==> config.mk <==
export PLATFORM = sky130hd
export DESIGN_NAME = keypad_alarm_clock_controller
export DESIGN_NICKNAME = d
export VERILOG_FILES = /design/src/rtl/kacc_pkg.sv /design/src/rtl/kacc_front.sv /design/src/rtl/kacc_back.sv /design/src/rtl/keypad_alarm_clock_controller.sv
export SDC_FILE = /design/constraint.sdc
export NUM_CORES = 1
export LEC_CHECK = 0
export BUFFER_PORTS_ARGS = -buffer_cell sky130_fd_sc_hd__buf_2
export CAP_MARGIN = 40
export CORE_MARGIN = 10
export CORE_UTILIZATION = 35
export CTS_CLUSTER_DIAMETER = 30
export DETAILED_ROUTE_END_ITERATION = 10
export HOLD_SLACK_MARGIN = 0.15
export PLACE_DENSITY_LB_ADDON = 0.05
export SLEW_MARGIN = 0
export SYNTH_ARGS = -nofsm -noshare
export SYNTH_HDL_FRONTEND = slang
export SYNTH_SLANG_ARGS = --single-unit
==> constraint.sdc <==
create_clock -name clk -period 14.75 [get_ports clk]
set_input_delay 0 -clock clk [delete_from_list [all_inputs] [get_ports clk]]
set_output_delay 0 -clock clk [all_outputs]
set_load 0.03 [all_outputs]
==> src/rtl/kacc_pkg.sv <==
// ----------------------------------------------------------------------------
// kacc_pkg
// Shared types and constants for the keypad alarm clock controller.
// ----------------------------------------------------------------------------
package kacc_pkg;

  localparam int unsigned QueueDepthDefault = 2;

  typedef enum logic [1:0] {
    MODE_RUN    = 2'd0,
    MODE_TIME   = 2'd1,
    MODE_ALARM  = 2'd2,
    MODE_THRESH = 2'd3
  } mode_t;

  localparam logic [3:0] KEY_A    = 4'd10;
  localparam logic [3:0] KEY_B    = 4'd11;
  localparam logic [3:0] KEY_C    = 4'd12;
  localparam logic [3:0] KEY_D    = 4'd13;
  localparam logic [3:0] KEY_STAR = 4'd14;
  localparam logic [3:0] KEY_HASH = 4'd15;

  localparam logic REQ_TICK = 1'b0;
  localparam logic REQ_KEY  = 1'b1;

  typedef struct packed {
    logic       req_type;
    logic [3:0] key_code;
    logic [9:0] temp_sample;
  } req_t;

  typedef struct packed {
    logic [1:0] hour_tens;
    logic [3:0] hour_units;
    logic [2:0] minute_tens;
    logic [3:0] minute_units;
    logic [2:0] second_tens;
    logic [3:0] second_units;
    logic [1:0] mode_now;
    logic [1:0] cursor_now;
    logic       buzzer_on;
    logic       alarm_armed;
    logic [6:0] threshold_value;
    logic       heat_latched;
  } rsp_t;

  // Classified event handed from front to back.
  typedef struct packed {
    logic       is_tick;
    logic       is_digit;
    logic [3:0] key_code;
    logic [9:0] temp_sample;
  } evt_t;

endpackage

==> src/rtl/kacc_front.sv <==
// ----------------------------------------------------------------------------
// kacc_front
// Accepts requests, classifies them and queues them for the back end.
// ----------------------------------------------------------------------------
module kacc_front #(
  parameter int unsigned Depth = 2
) (
  input  logic            clk,
  input  logic            rst,
  input  logic            push,
  output logic            full,
  input  kacc_pkg::req_t  req,
  output logic            evt_valid,
  input  logic            evt_take,
  output kacc_pkg::evt_t  evt
);
  import kacc_pkg::*;

  localparam int unsigned Aw = (Depth > 1) ? $clog2(Depth) : 1;

  evt_t            mem [Depth];
  logic [Aw-1:0]   wr_ptr;
  logic [Aw-1:0]   rd_ptr;
  logic [Aw:0]     count;
  evt_t            classified;
  logic            do_push;
  logic            do_pop;

  always_comb begin
    classified.is_tick     = (req.req_type == REQ_TICK);
    classified.is_digit    = (req.key_code <= 4'd9);
    classified.key_code    = req.key_code;
    classified.temp_sample = req.temp_sample;
  end

  assign full      = (count == (Aw+1)'(Depth));
  assign evt_valid = (count != '0);
  assign do_push   = push && !full;
  assign do_pop    = evt_take && evt_valid;
  assign evt       = mem[rd_ptr];

  always_ff @(posedge clk) begin
    if (do_push) begin
      mem[wr_ptr] <= classified;
    end
  end

  always_ff @(posedge clk) begin
    if (rst) begin
      wr_ptr <= '0;
      rd_ptr <= '0;
      count  <= '0;
    end else begin
      if (do_push) begin
        wr_ptr <= (wr_ptr == Aw'(Depth - 1)) ? '0 : wr_ptr + 1'b1;
      end
      if (do_pop) begin
        rd_ptr <= (rd_ptr == Aw'(Depth - 1)) ? '0 : rd_ptr + 1'b1;
      end
      count <= count + (Aw+1)'(do_push) - (Aw+1)'(do_pop);
    end
  end

endmodule

==> src/rtl/kacc_back.sv <==
// ----------------------------------------------------------------------------
// kacc_back
// Carries out events on the clock state and holds the result register.
// ----------------------------------------------------------------------------
module kacc_back (
  input  logic            clk,
  input  logic            rst,
  input  logic            evt_valid,
  output logic            evt_take,
  input  kacc_pkg::evt_t  evt,
  output logic            empty,
  input  logic            pop,
  output kacc_pkg::rsp_t  rsp
);
  import kacc_pkg::*;

  logic [3:0] t [6];
  logic [3:0] al [4];
  logic [3:0] th [2];
  mode_t      mode_reg;
  logic [1:0] cursor_reg;
  logic       clock_running, armed_flag, heat_flag, buzzer_reg;
  logic [9:0] last_sample;

  logic [3:0] t_next [6];
  logic [3:0] al_next [4];
  logic [3:0] th_next [2];
  mode_t      mode_next;
  logic [1:0] cursor_next;
  logic       running_next, armed_next, heat_next, buzzer_next;
  logic [9:0] sample_next;
  logic [3:0] d [4];
  logic       hm_edit;
  logic       hm_alarm;
  logic [6:0] thr;
  logic [18:0] lhs;
  logic [17:0] rhs;
  logic       hot;
  logic       rsp_valid;
  logic       step;

  assign empty    = !rsp_valid;
  assign evt_take = !rsp_valid || pop;
  assign step     = evt_valid && evt_take;

  always_comb begin
    t_next       = t;
    al_next      = al;
    th_next      = th;
    mode_next    = mode_reg;
    cursor_next  = cursor_reg;
    running_next = clock_running;
    armed_next   = armed_flag;
    heat_next    = heat_flag;
    buzzer_next  = buzzer_reg;
    sample_next  = last_sample;
    hm_edit      = 1'b0;
    hm_alarm     = 1'b0;
    if (evt.is_tick) begin
      if (clock_running) begin
        // advance one second with BCD carries
        sample_next = evt.temp_sample;
        t_next[5] = t[5] + 4'd1;
        if (t_next[5] >= 4'd10) begin t_next[5] = '0; t_next[4] = t[4] + 4'd1; end
        if (t_next[4] >= 4'd6) begin t_next[4] = '0; t_next[3] = t[3] + 4'd1; end
        if (t_next[3] >= 4'd10) begin t_next[3] = '0; t_next[2] = t[2] + 4'd1; end
        if (t_next[2] >= 4'd6) begin t_next[2] = '0; t_next[1] = t[1] + 4'd1; end
        if (t_next[0] >= 4'd2) begin
          if (t_next[1] >= 4'd4) begin t_next[0] = '0; t_next[1] = '0; end
        end else if (t_next[1] >= 4'd10) begin
          t_next[1] = '0;
          t_next[0] = t[0] + 4'd1;
        end
      end
    end else begin
      unique case (mode_reg)
        MODE_RUN: begin
          priority if (evt.key_code == KEY_A) begin
            mode_next = MODE_TIME; cursor_next = '0;
          end else if (evt.key_code == KEY_B) begin
            mode_next = MODE_ALARM; cursor_next = '0;
          end else if (evt.key_code == KEY_STAR) begin
            mode_next = MODE_THRESH; cursor_next = '0;
          end else if (evt.key_code == KEY_C) begin
            buzzer_next = 1'b0;
          end else begin
            // drop digits, D and hash
          end
        end
        MODE_TIME: begin
          t_next[4] = '0;
          t_next[5] = '0;
          if (evt.key_code == KEY_D) begin
            running_next = 1'b1; mode_next = MODE_RUN; cursor_next = '0;
          end else begin
            hm_edit = 1'b1;
          end
        end
        MODE_ALARM: begin
          priority if (evt.key_code == KEY_C) begin
            mode_next = MODE_RUN; cursor_next = '0;
          end else if (evt.key_code == KEY_D) begin
            armed_next = 1'b1; mode_next = MODE_RUN; cursor_next = '0;
          end else begin
            hm_edit = 1'b1; hm_alarm = 1'b1;
          end
        end
        MODE_THRESH: begin
          priority if (evt.key_code == KEY_D) begin
            mode_next = MODE_RUN; cursor_next = '0;
          end else if (evt.key_code == KEY_HASH) begin
            cursor_next = 2'd1;
          end else if (evt.key_code == KEY_STAR) begin
            cursor_next = 2'd0;
          end else if (evt.is_digit) begin
            th_next[cursor_reg[0]] = evt.key_code;
          end else begin
            // drop A, B and C
          end
        end
        default: ;
      endcase
    end

    // shared hh:mm editor for set time and set alarm
    for (int i = 0; i < 4; i++) d[i] = hm_alarm ? al[i] : t[i];
    if (hm_edit) begin
      priority if (evt.is_digit) begin
        unique case (cursor_reg)
          2'd0: if (evt.key_code <= 4'd1 || (evt.key_code == 4'd2 && d[1] <= 4'd3))
                  d[0] = evt.key_code;
          2'd1: if (!(d[0] == 4'd2 && evt.key_code > 4'd3)) d[1] = evt.key_code;
          2'd2: if (evt.key_code <= 4'd5) d[2] = evt.key_code;
          default: d[3] = evt.key_code;
        endcase
      end else if (evt.key_code == KEY_HASH) begin
        cursor_next = cursor_reg + 2'd1;
      end else if (evt.key_code == KEY_STAR) begin
        cursor_next = cursor_reg - 2'd1;
      end else begin
        // drop A, B and C
      end
      if (hm_alarm) begin
        for (int i = 0; i < 4; i++) al_next[i] = d[i];
      end else begin
        for (int i = 0; i < 4; i++) t_next[i] = d[i];
      end
    end

    thr = 7'(th_next[0]) * 7'd10 + 7'(th_next[1]);
    lhs = 19'(sample_next) * 19'd330;
    rhs = {(8'(thr) + 8'd50), 10'd0};
    hot = (lhs >= 19'(rhs));
    if (mode_next == MODE_RUN) begin
      if (armed_next && t_next[0] == al_next[0] && t_next[1] == al_next[1] &&
          t_next[2] == al_next[2] && t_next[3] == al_next[3]) begin
        buzzer_next = 1'b1;
        armed_next  = 1'b0;
      end
      if (hot) begin
        if (!heat_next) begin buzzer_next = 1'b1; heat_next = 1'b1; end
      end else begin
        heat_next = 1'b0;
      end
    end
  end

  always_ff @(posedge clk) begin
    if (rst) begin
      for (int i = 0; i < 6; i++) t[i] <= '0;
      for (int i = 0; i < 4; i++) al[i] <= '0;
      th[0]         <= 4'd9;
      th[1]         <= 4'd9;
      mode_reg      <= MODE_TIME;
      cursor_reg    <= '0;
      clock_running <= 1'b0;
      armed_flag    <= 1'b0;
      heat_flag     <= 1'b0;
      buzzer_reg    <= 1'b0;
      last_sample   <= '0;
      rsp_valid     <= 1'b0;
    end else begin
      if (step) begin
        t             <= t_next;
        al            <= al_next;
        th            <= th_next;
        mode_reg      <= mode_next;
        cursor_reg    <= cursor_next;
        clock_running <= running_next;
        armed_flag    <= armed_next;
        heat_flag     <= heat_next;
        buzzer_reg    <= buzzer_next;
        last_sample   <= sample_next;
      end
      if (step) begin
        rsp_valid <= 1'b1;
      end else if (pop) begin
        rsp_valid <= 1'b0;
      end
    end
  end

  always_ff @(posedge clk) begin
    if (step) begin
      rsp.hour_tens       <= t_next[0][1:0];
      rsp.hour_units      <= t_next[1];
      rsp.minute_tens     <= t_next[2][2:0];
      rsp.minute_units    <= t_next[3];
      rsp.second_tens     <= t_next[4][2:0];
      rsp.second_units    <= t_next[5];
      rsp.mode_now        <= mode_next;
      rsp.cursor_now      <= (mode_next == MODE_RUN) ? 2'd0 : cursor_next;
      rsp.buzzer_on       <= buzzer_next;
      rsp.alarm_armed     <= armed_next;
      rsp.threshold_value <= thr;
      rsp.heat_latched    <= heat_next;
    end
  end

endmodule

==> src/rtl/keypad_alarm_clock_controller.sv <==
// ----------------------------------------------------------------------------
// keypad_alarm_clock_controller
// BCD 24-hour alarm clock with keypad editing and a temperature alarm.
// ----------------------------------------------------------------------------
// Usage: write request transactions (one-second tick with a temperature
// sample, or a decoded key) with push while full is low. Every request
// gives exactly one result transaction: the time digits, mode, cursor,
// threshold and alarm flags after the event. Read results with pop while
// empty is low; the oldest result sits on rsp.
// Path: a request passes through the event queue and then the result
// register before it shows up as a result.
// Throughput: one transaction per cycle while results are popped, set by
// the back end; the result register refills in the cycle it is popped.
// When the receiver stalls, the result register holds, the back end stops
// draining the event queue, and full rises once the queue is full.
// Reset (rst, synchronous): clock 00:00:00 stopped, set-time mode, cursor
// at hour tens, threshold 99, alarm disarmed, buzzer off, queues empty.
// ----------------------------------------------------------------------------
module keypad_alarm_clock_controller #(
  parameter int unsigned QueueDepth = kacc_pkg::QueueDepthDefault
) (
  input  logic            clk,
  input  logic            rst,
  input  logic            push,
  output logic            full,
  input  kacc_pkg::req_t  req,
  output logic            empty,
  input  logic            pop,
  output kacc_pkg::rsp_t  rsp
);
  import kacc_pkg::*;

  logic evt_valid;
  logic evt_take;
  evt_t evt;

  // Front: accept and classify requests into the event queue.
  kacc_front #(.Depth(QueueDepth)) u_front (
    .clk, .rst, .push, .full, .req,
    .evt_valid, .evt_take, .evt
  );

  // Back: apply events to the clock state and hold the result.
  kacc_back u_back (
    .clk, .rst, .evt_valid, .evt_take, .evt,
    .empty, .pop, .rsp
  );

  // An event is only drained when the result register can take it.
  a_take_room: assert property (@(posedge clk) disable iff (rst)
    (evt_valid && evt_take) |=> !empty)
    else $error("event drained without producing a result");

  // A stalled result must not change.
  a_hold: assert property (@(posedge clk) disable iff (rst)
    (!empty && !pop) |=> $stable(rsp))
    else $error("result changed while stalled");

  // Run mode always reports cursor zero.
  a_cursor: assert property (@(posedge clk) disable iff (rst)
    (!empty && rsp.mode_now == MODE_RUN) |-> (rsp.cursor_now == 2'd0))
    else $error("cursor nonzero in run mode");

endmodule
==> results of run 1 <==
-- per-stage QoR --
step           util (%)  setup slack, ns  power, mW
6_report           40.7             8.17       1.84
5_1_grt            40.7             7.63       1.96
4_1_cts            40.7             8.13       1.86
3_5_place_dp       38.0             8.15       1.43
3_3_place_gp       37.8             8.28       1.43
2_1_floorplan         -             7.27       1.17
-- final cells by class --
| class | count | share of cell area (%) |
|---|---|---|
| flip-flops and latches | 138 | 30.2 |
| clock inverters | 14 | 1.14 |
| well taps | 378 | 4.17 |
| clock buffers | 17 | 3.75 |
| repair buffers | 95 | 5.66 |
| inverters | 67 | 2.23 |
| multi-input cells | 886 | 52.8 |
-- layer usage --
layer | routed length (um) | part of all wire, % | track usage [%]
met5 | 0 | 0 | 0
met4 | 515 | 1.8 | 4.98
met3 | 933 | 3.2 | 2.23
met2 | 14500 | 49 | 28.0
met1 | 13300 | 46 | 20.4
-- worst paths after layout --
path,from,end,depth (start not counted)
worst max-delay path,register,u_back.rsp[9],25
worst min-delay path,req[7],u_front.mem[1][7],2
worst max register to register,register,u_back.rsp[9],25
worst min register to register,u_back.th[6],u_back.th[6],2
-- where the power goes --
part	switching, mW	internal [mW]	total [mW]
combinational	0.560	0.271	0.831
clock	0.197	0.221	0.418
sequential	0.0759	0.513	0.589
-- repair_timing --
action	4_1_cts	5_1_grt
hold endpoints to repair	39	0
hold buffers	18	0
setup buffers	0	0
-- worst max-delay path, cell delays in order, from the launching register on --
cell and delay (ns):
dfxtp_1 0.34, mux2_2 0.44, nand2_1 0.53, o21ai_0 0.34, ha_1 0.38, inv_1 0.06, fa_1 0.49, fa_1 0.54
inv_1 0.04, ha_1 0.29, ha_1 0.33, a21oi_1 0.21, nor2b_1 0.07, o21a_1 0.18, o31a_1 0.26, nor4_1 0.25
nor3_1 0.12, xor2_1 0.16, ha_1 0.32, nand2_1 0.07, nor4_1 0.05, a31oi_1 0.15, nand2_1 0.06, a21oi_1 0.24
a211oi_1 0.13, or2_2 0.29
-- cells by family after synthesis --
family          after synthesis  synth area share, %
simple gates                424                 20.7
compound gates              289                 19.3
flops                       138                 34.6
buf+inv                     129                 4.98
fa+ha+maj                    94                 12.8
xor+xnor                     42                 3.79
mux                          37                 3.90
-- Yosys cell counts, types with 4 or more instances --
cell	n	area share [%]
nor2_1	130	4.9
nand2_1	127	4.8
a21oi_1	95	4.8
ha_1	82	10
dfxtp_1	72	15
inv_1	67	2.5
edfxtp_1	66	20
clkbuf_1	56	2.1
o21ai_0	55	2.8
nand3_1	29	1.5
mux2i_1	28	2.8
a211oi_1	27	2.0
xnor2_1	26	2.3
nor3_1	23	1.2
xor2_1	15	1.3
nand4_1	14	0.89
nor2b_1	14	0.89
o21a_1	14	1.1
fa_1	12	2.4
and2_1	11	0.70
and3_1	10	0.63
a32oi_1	9	0.80
nand2b_1	9	0.57
nor3b_1	9	0.68
nor4_1	9	0.57
o211ai_1	9	0.68
a21o_1	8	0.61
o22ai_1	8	0.51
mux2_2	7	0.80
nand3b_1	6	0.46
a31oi_1	5	0.32
nand4b_1	5	0.44
a21boi_0	4	0.30
a311oi_1	4	0.35
buf_1	4	0.15
nor4b_1	4	0.35
o221ai_1	4	0.35
o31a_1	4	0.35
or2_2	4	0.25
==> impl_metrics.csv, run 1 <==
group,metric,value,unit
finish,area_of_the_multi_input_gates,5990,um^2
finish,area.sequential,3420,um^2
worst_setup_path,path_class,"register to register",
clock_tree,clock_path_buffers,2,
clock_tree,post_cts_resized,0,
logic_synthesis,synth_flop_cell,"dfxtp_1",
run_status,outcome,"complete, no violations",
sta,relative_slew_slack,39.3,%
sta,slew_violations,0,
finish,layout.cells.most_common,"nor2_1",
sta,final_count_of_hold_timing_violations,0,
placed_design,gp_routability_congestion,0.825,
logic_synthesis,seq_area_frac_synth,34.6,%
detailed_routing,routed_via_density,5.37,
die,placementRows,61,
sta,fin_worst_skew,0.0124,ns
detailed_routing,dr.first_iter.drc_count,533,
sta,max_freq,152,MHz
placed_design,input_output_buffers,54,
finish,layout.filler_cells,2824,
detailed_routing,totalWireLength,29.2,mm
detailed_routing,first_pass_iters,6,
die,die_h,188,um
clock_tree,ctsHtreeMaxLevel,4,
placed_design,number_of_placed_instances_taps_included,1546,
finish,top_registers,"u_back.rsp (34), u_front.mem (32), u_back.t (24)",
clock_tree,clk_latency,0.43,ns
global_routing,grt_antenna_before_repair,0,
global_routing,pin_count_of_the_biggest_net_entering_global_routing,67,
worst_setup_path,reg2reg_slack,8.17,ns
die,io-pin-count,55,
worst_setup_path,critical_path.endpoint_type,"register",
logic_synthesis,synthesis.area,9890,um^2
worst_setup_path,worst_ep_required_time,14.93,ns
hold_path,min-delay-path-class,"input port to register",
placed_design,detailed_place.area,10600,um^2
sta,setup-tns-final,0,ns
logic_synthesis,synth_seq_cells,138,
finish,area.growth.synth_to_final,14.6,%
die,die_w,188,um
logic_synthesis,distinct_cell_type_count_after_synthesis,83,
worst_setup_path,type_of_element_launching_the_critical_path,"register",
logic_synthesis,count_of_flip_flops_with_a_built_in_enable_after_synthesis,66,
sta,final_critical_delay_including_setup_and_external_delays,6.58,ns
die,core_region_area,27900,um^2
power_and_ir_drop,leakagePower,4.48,nW
logic_synthesis,yosysWarnings,0,
flow_run,max_cap_violations,0,
logic_synthesis,postSynthAreaPerCell,8.58,um^2
finish,antenna_cells_inserted,0,
die,initial_core_util,35.5,%
sta,grt_setup_unrepaired,"false",
detailed_routing,drc_violations_left,0,
logic_synthesis,synthArstFlopShare,0,%
clock_tree,clk_root_buffer_cell,"clkbuf_16",
finish,mostFrequentLayoutCells,"130 x nor2_1, 127 x nand2_1, 95 x a21oi_1, 82 x ha_1, 72 x dfxtp_1",
global_routing,via_count_of_the_first_global_routing_pass,8286,
finish,design.final.nets,1318,
clock_tree,cts_tree,"done",
detailed_routing,avgRoutedWirePerCell,18.3,um
detailed_routing,detailroute.via_count,8558,
worst_setup_path,worst-endpoint-arrival,6.76,ns
clock_tree,tritoncts.num_buffers,17,
logic_synthesis,postSynthCellCount,1153,
sta,worst-slew-pin-transition,0.884,ns
clock_tree,tritoncts_num_sinks,138,
finish,fin_cells,1595,
sta,whs,0.284,ns
logic_synthesis,syn_nets,1266,
finish,final_design_area_no_fill,11300,um^2
finish,largest_register_ffs,34,
power_and_ir_drop,pwr_density_cell,162,nW/um^2
detailed_routing,number_of_routed_nets_with_antenna_violations,0,
global_routing,global_route.overflow_total,0,
finish,registers.top_by_ff_count,"u_back.rsp",
global_routing,grt_first_pass_wirelength,46.3,mm
finish,proportion_of_layout_cells_with_a_drive_suffix_above_1,11.0,%
global_routing,grt.total_usage,16.2,%
die,design.die.area,35400,um^2
sta,timing.final.crit_share,44.6,%
placed_design,dp_hpwl,21.1,mm
worst_setup_path,critical_path.max_fanout,22,
clock_tree,clkTransAtPathRegs,0.07,ns
power_and_ir_drop,peakVddDrop,74.6,uV
sta,setup_viol,0,
Note: power is estimated with default switching activity, not from simulation.
==> run 2: changes to the inputs <==
- clock period: 14.75 -> 6.9 ns (I/O delays scaled with it)
==> impl_metrics.csv, run 2 (synthesized netlist as in run 1, its figures left out) <==
group,metric,value,unit
finish,layout.cells.most_common,"nor2_1",
sta,grt_setup_unrepaired,"false",
placed_design,gp_routability_congestion,0.845,
detailed_routing,detailroute.via_count,8486,
finish,design.final.nets,1319,
global_routing,pin_count_of_the_biggest_net_entering_global_routing,65,
sta,relative_slew_slack,41.2,%
placed_design,detailed_place.area,10600,um^2
detailed_routing,routed_via_density,5.31,
clock_tree,cts_tree,"done",
worst_setup_path,worst_path_max_delay_cell,"fa_1",
worst_setup_path,worst_ep_required_time,7.07,ns
worst_setup_path,critical_path.max_fanout,37,
finish,top_registers,"u_back.rsp (34), u_front.mem (32), u_back.t (24)",
clock_tree,clk_root_buffer_cell,"clkbuf_16",
detailed_routing,drc_violations_left,0,
die,die_h,188,um
finish,area.sequential,3420,um^2
sta,final_count_of_hold_timing_violations,0,
worst_setup_path,timing.critical_path.mode_cell,"ha_1",
worst_setup_path,critical_path.endpoint_type,"register",
worst_setup_path,worst-endpoint-arrival,6.48,ns
detailed_routing,number_of_routed_nets_with_antenna_violations,0,
die,core_region_area,27900,um^2
flow_run,max_cap_violations,0,
worst_setup_path,path_class,"register to register",
die,io-pin-count,55,
finish,registers.top_by_ff_count,"u_back.rsp",
finish,largest_register_ffs,34,
global_routing,global_route.overflow_total,0,
detailed_routing,totalWireLength,29.4,mm
clock_tree,tritoncts.num_buffers,17,
finish,area_of_the_multi_input_gates,5990,um^2
finish,proportion_of_layout_cells_with_a_drive_suffix_above_1,11.0,%
sta,setup-tns-final,0,ns
global_routing,grt_util_met3,2.47,%
die,design.die.area,35400,um^2
global_routing,globalRouteMet1Util,21.4,%
global_routing,grt_first_pass_wirelength,47.0,mm
sta,final_critical_delay_including_setup_and_external_delays,6.31,ns
clock_tree,clkTransAtPathRegs,0.06,ns
detailed_routing,dr.first_iter.drc_count,553,
global_routing,via_count_of_the_first_global_routing_pass,8200,
die,die_w,188,um
worst_setup_path,path_delay_family,"adder cells",
clock_tree,clock_path_buffers,2,
worst_setup_path,type_of_element_launching_the_critical_path,"register",
sta,fin_worst_skew,0.00844,ns
placed_design,dp_hpwl,21.3,mm
clock_tree,ctsHtreeMaxLevel,4,
global_routing,met2_usage,27.8,%
placed_design,input_output_buffers,54,
sta,timing.final.crit_share,91.4,%
sta,setup_viol,0,
power_and_ir_drop,leakagePower,4.50,nW
sta,max_freq,159,MHz
die,initial_core_util,35.5,%
finish,layout.filler_cells,2786,
sta,slew_violations,0,
global_routing,grt-busiest-layer,"met2",
die,placementRows,61,
sta,worst-slew-pin-transition,0.875,ns
power_and_ir_drop,peakVddDrop,152,uV
detailed_routing,avgRoutedWirePerCell,18.4,um
finish,final_design_area_no_fill,11300,um^2
detailed_routing,first_pass_iters,6,
finish,antenna_cells_inserted,0,
finish,mostFrequentLayoutCells,"130 x nor2_1, 127 x nand2_1, 95 x a21oi_1, 82 x ha_1, 72 x dfxtp_1",
finish,area.growth.synth_to_final,14.7,%
clock_tree,clk_latency,0.42,ns
clock_tree,tritoncts_num_sinks,138,
power_and_ir_drop,pwr_density_cell,348,nW/um^2
global_routing,grt_antenna_before_repair,0,
worst_setup_path,cp.buffers_inverters,3,
worst_setup_path,cpPeakStageDelay,0.55,ns
run_status,outcome,"complete, no violations",
hold_path,min-delay-path-class,"input port to register",
global_routing,grt.total_usage,16.4,%
[run 2: cell types whose count changed in the layout (fill, tap and decap cells not counted), sizes merged]
cell / change
clkbuf: +4
inv: -3
buf: +1
bufinv: +1
clkinv: -1
[run 2: through the flow]
| step | util (%) | worst slack [ns] | power, mW | hold WS, ns | cells |
|---|---|---|---|---|---|
| after global routing | 40.7 | 0.0356 | 4.21 | 0.289 | 1597 |
| after CTS | 40.7 | 0.550 | 4.00 | 0.273 | 1597 |
| after detailed placement | 38.0 | 0.585 | 3.07 | 0.191 | 1547 |
| after global placement | 37.9 | 0.666 | 3.07 | 0.188 | 1545 |
| after floorplan | - | 0.0234 | 2.49 | 0.0989 | 1153 |
| final | 40.7 | 0.591 | 3.95 | 0.299 | 1597 |
[run 2: worst register-to-register path: cells and delay by family, from the launching register on]
kind            cells  cell delay [ns]
compound gates      7             1.58
xor+xnor            1             0.16
fa+ha+maj           6             2.27
buf+inv             3             0.53
flops               1             0.34
mux                 1             0.19
simple gates        7             0.98
[run 2: path summary, 6_finish.rpt]
kind	from	end	slack, ns	depth (start not counted)
setup / recovery	register	u_back.rsp[9]	0.59	25
hold / removal	req[2]	u_front.mem[0][2]	0.30	2
setup reg to reg	register	u_back.rsp[9]	0.59	25
hold reg to reg	u_back.th[1]	u_back.th[1]	0.45	2
[run 2: what timing repair did]
action                                 4_1_cts  5_1_grt
endpoints found under the hold margin       53        0
hold buffers                                18        0
setup endpoints to repair                    0        0
buffers inserted                             0        0
gates resized for setup                      0        0
[run 2: per-layer routing]
layer  share of wire [%]  routed length, um  vias up
met5                   0                  0        -
li1                    -                  -     4268
met1                  46              13500     4012
met3                 3.8               1130       27
met2                  49              14300      179
met4                 1.5                430        0
[run 2: cell type report]
cell class	instances	share of cell area [%]
clock buffers	21	4.06
clock inverters	11	0.970
inverters	67	2.23
multi-input cells	886	52.8
flip-flops and latches	138	30.2
well taps	378	4.17
repair buffers	96	5.67
[run 2: power breakdown]
| part | total [mW] | internal (mW) | switching, mW |
|---|---|---|---|
| sequential | 1.26 | 1.10 | 0.161 |
| combinational | 1.79 | 0.578 | 1.21 |
| clock | 0.907 | 0.521 | 0.386 |
| total | 3.95 | 2.20 | 1.76 |
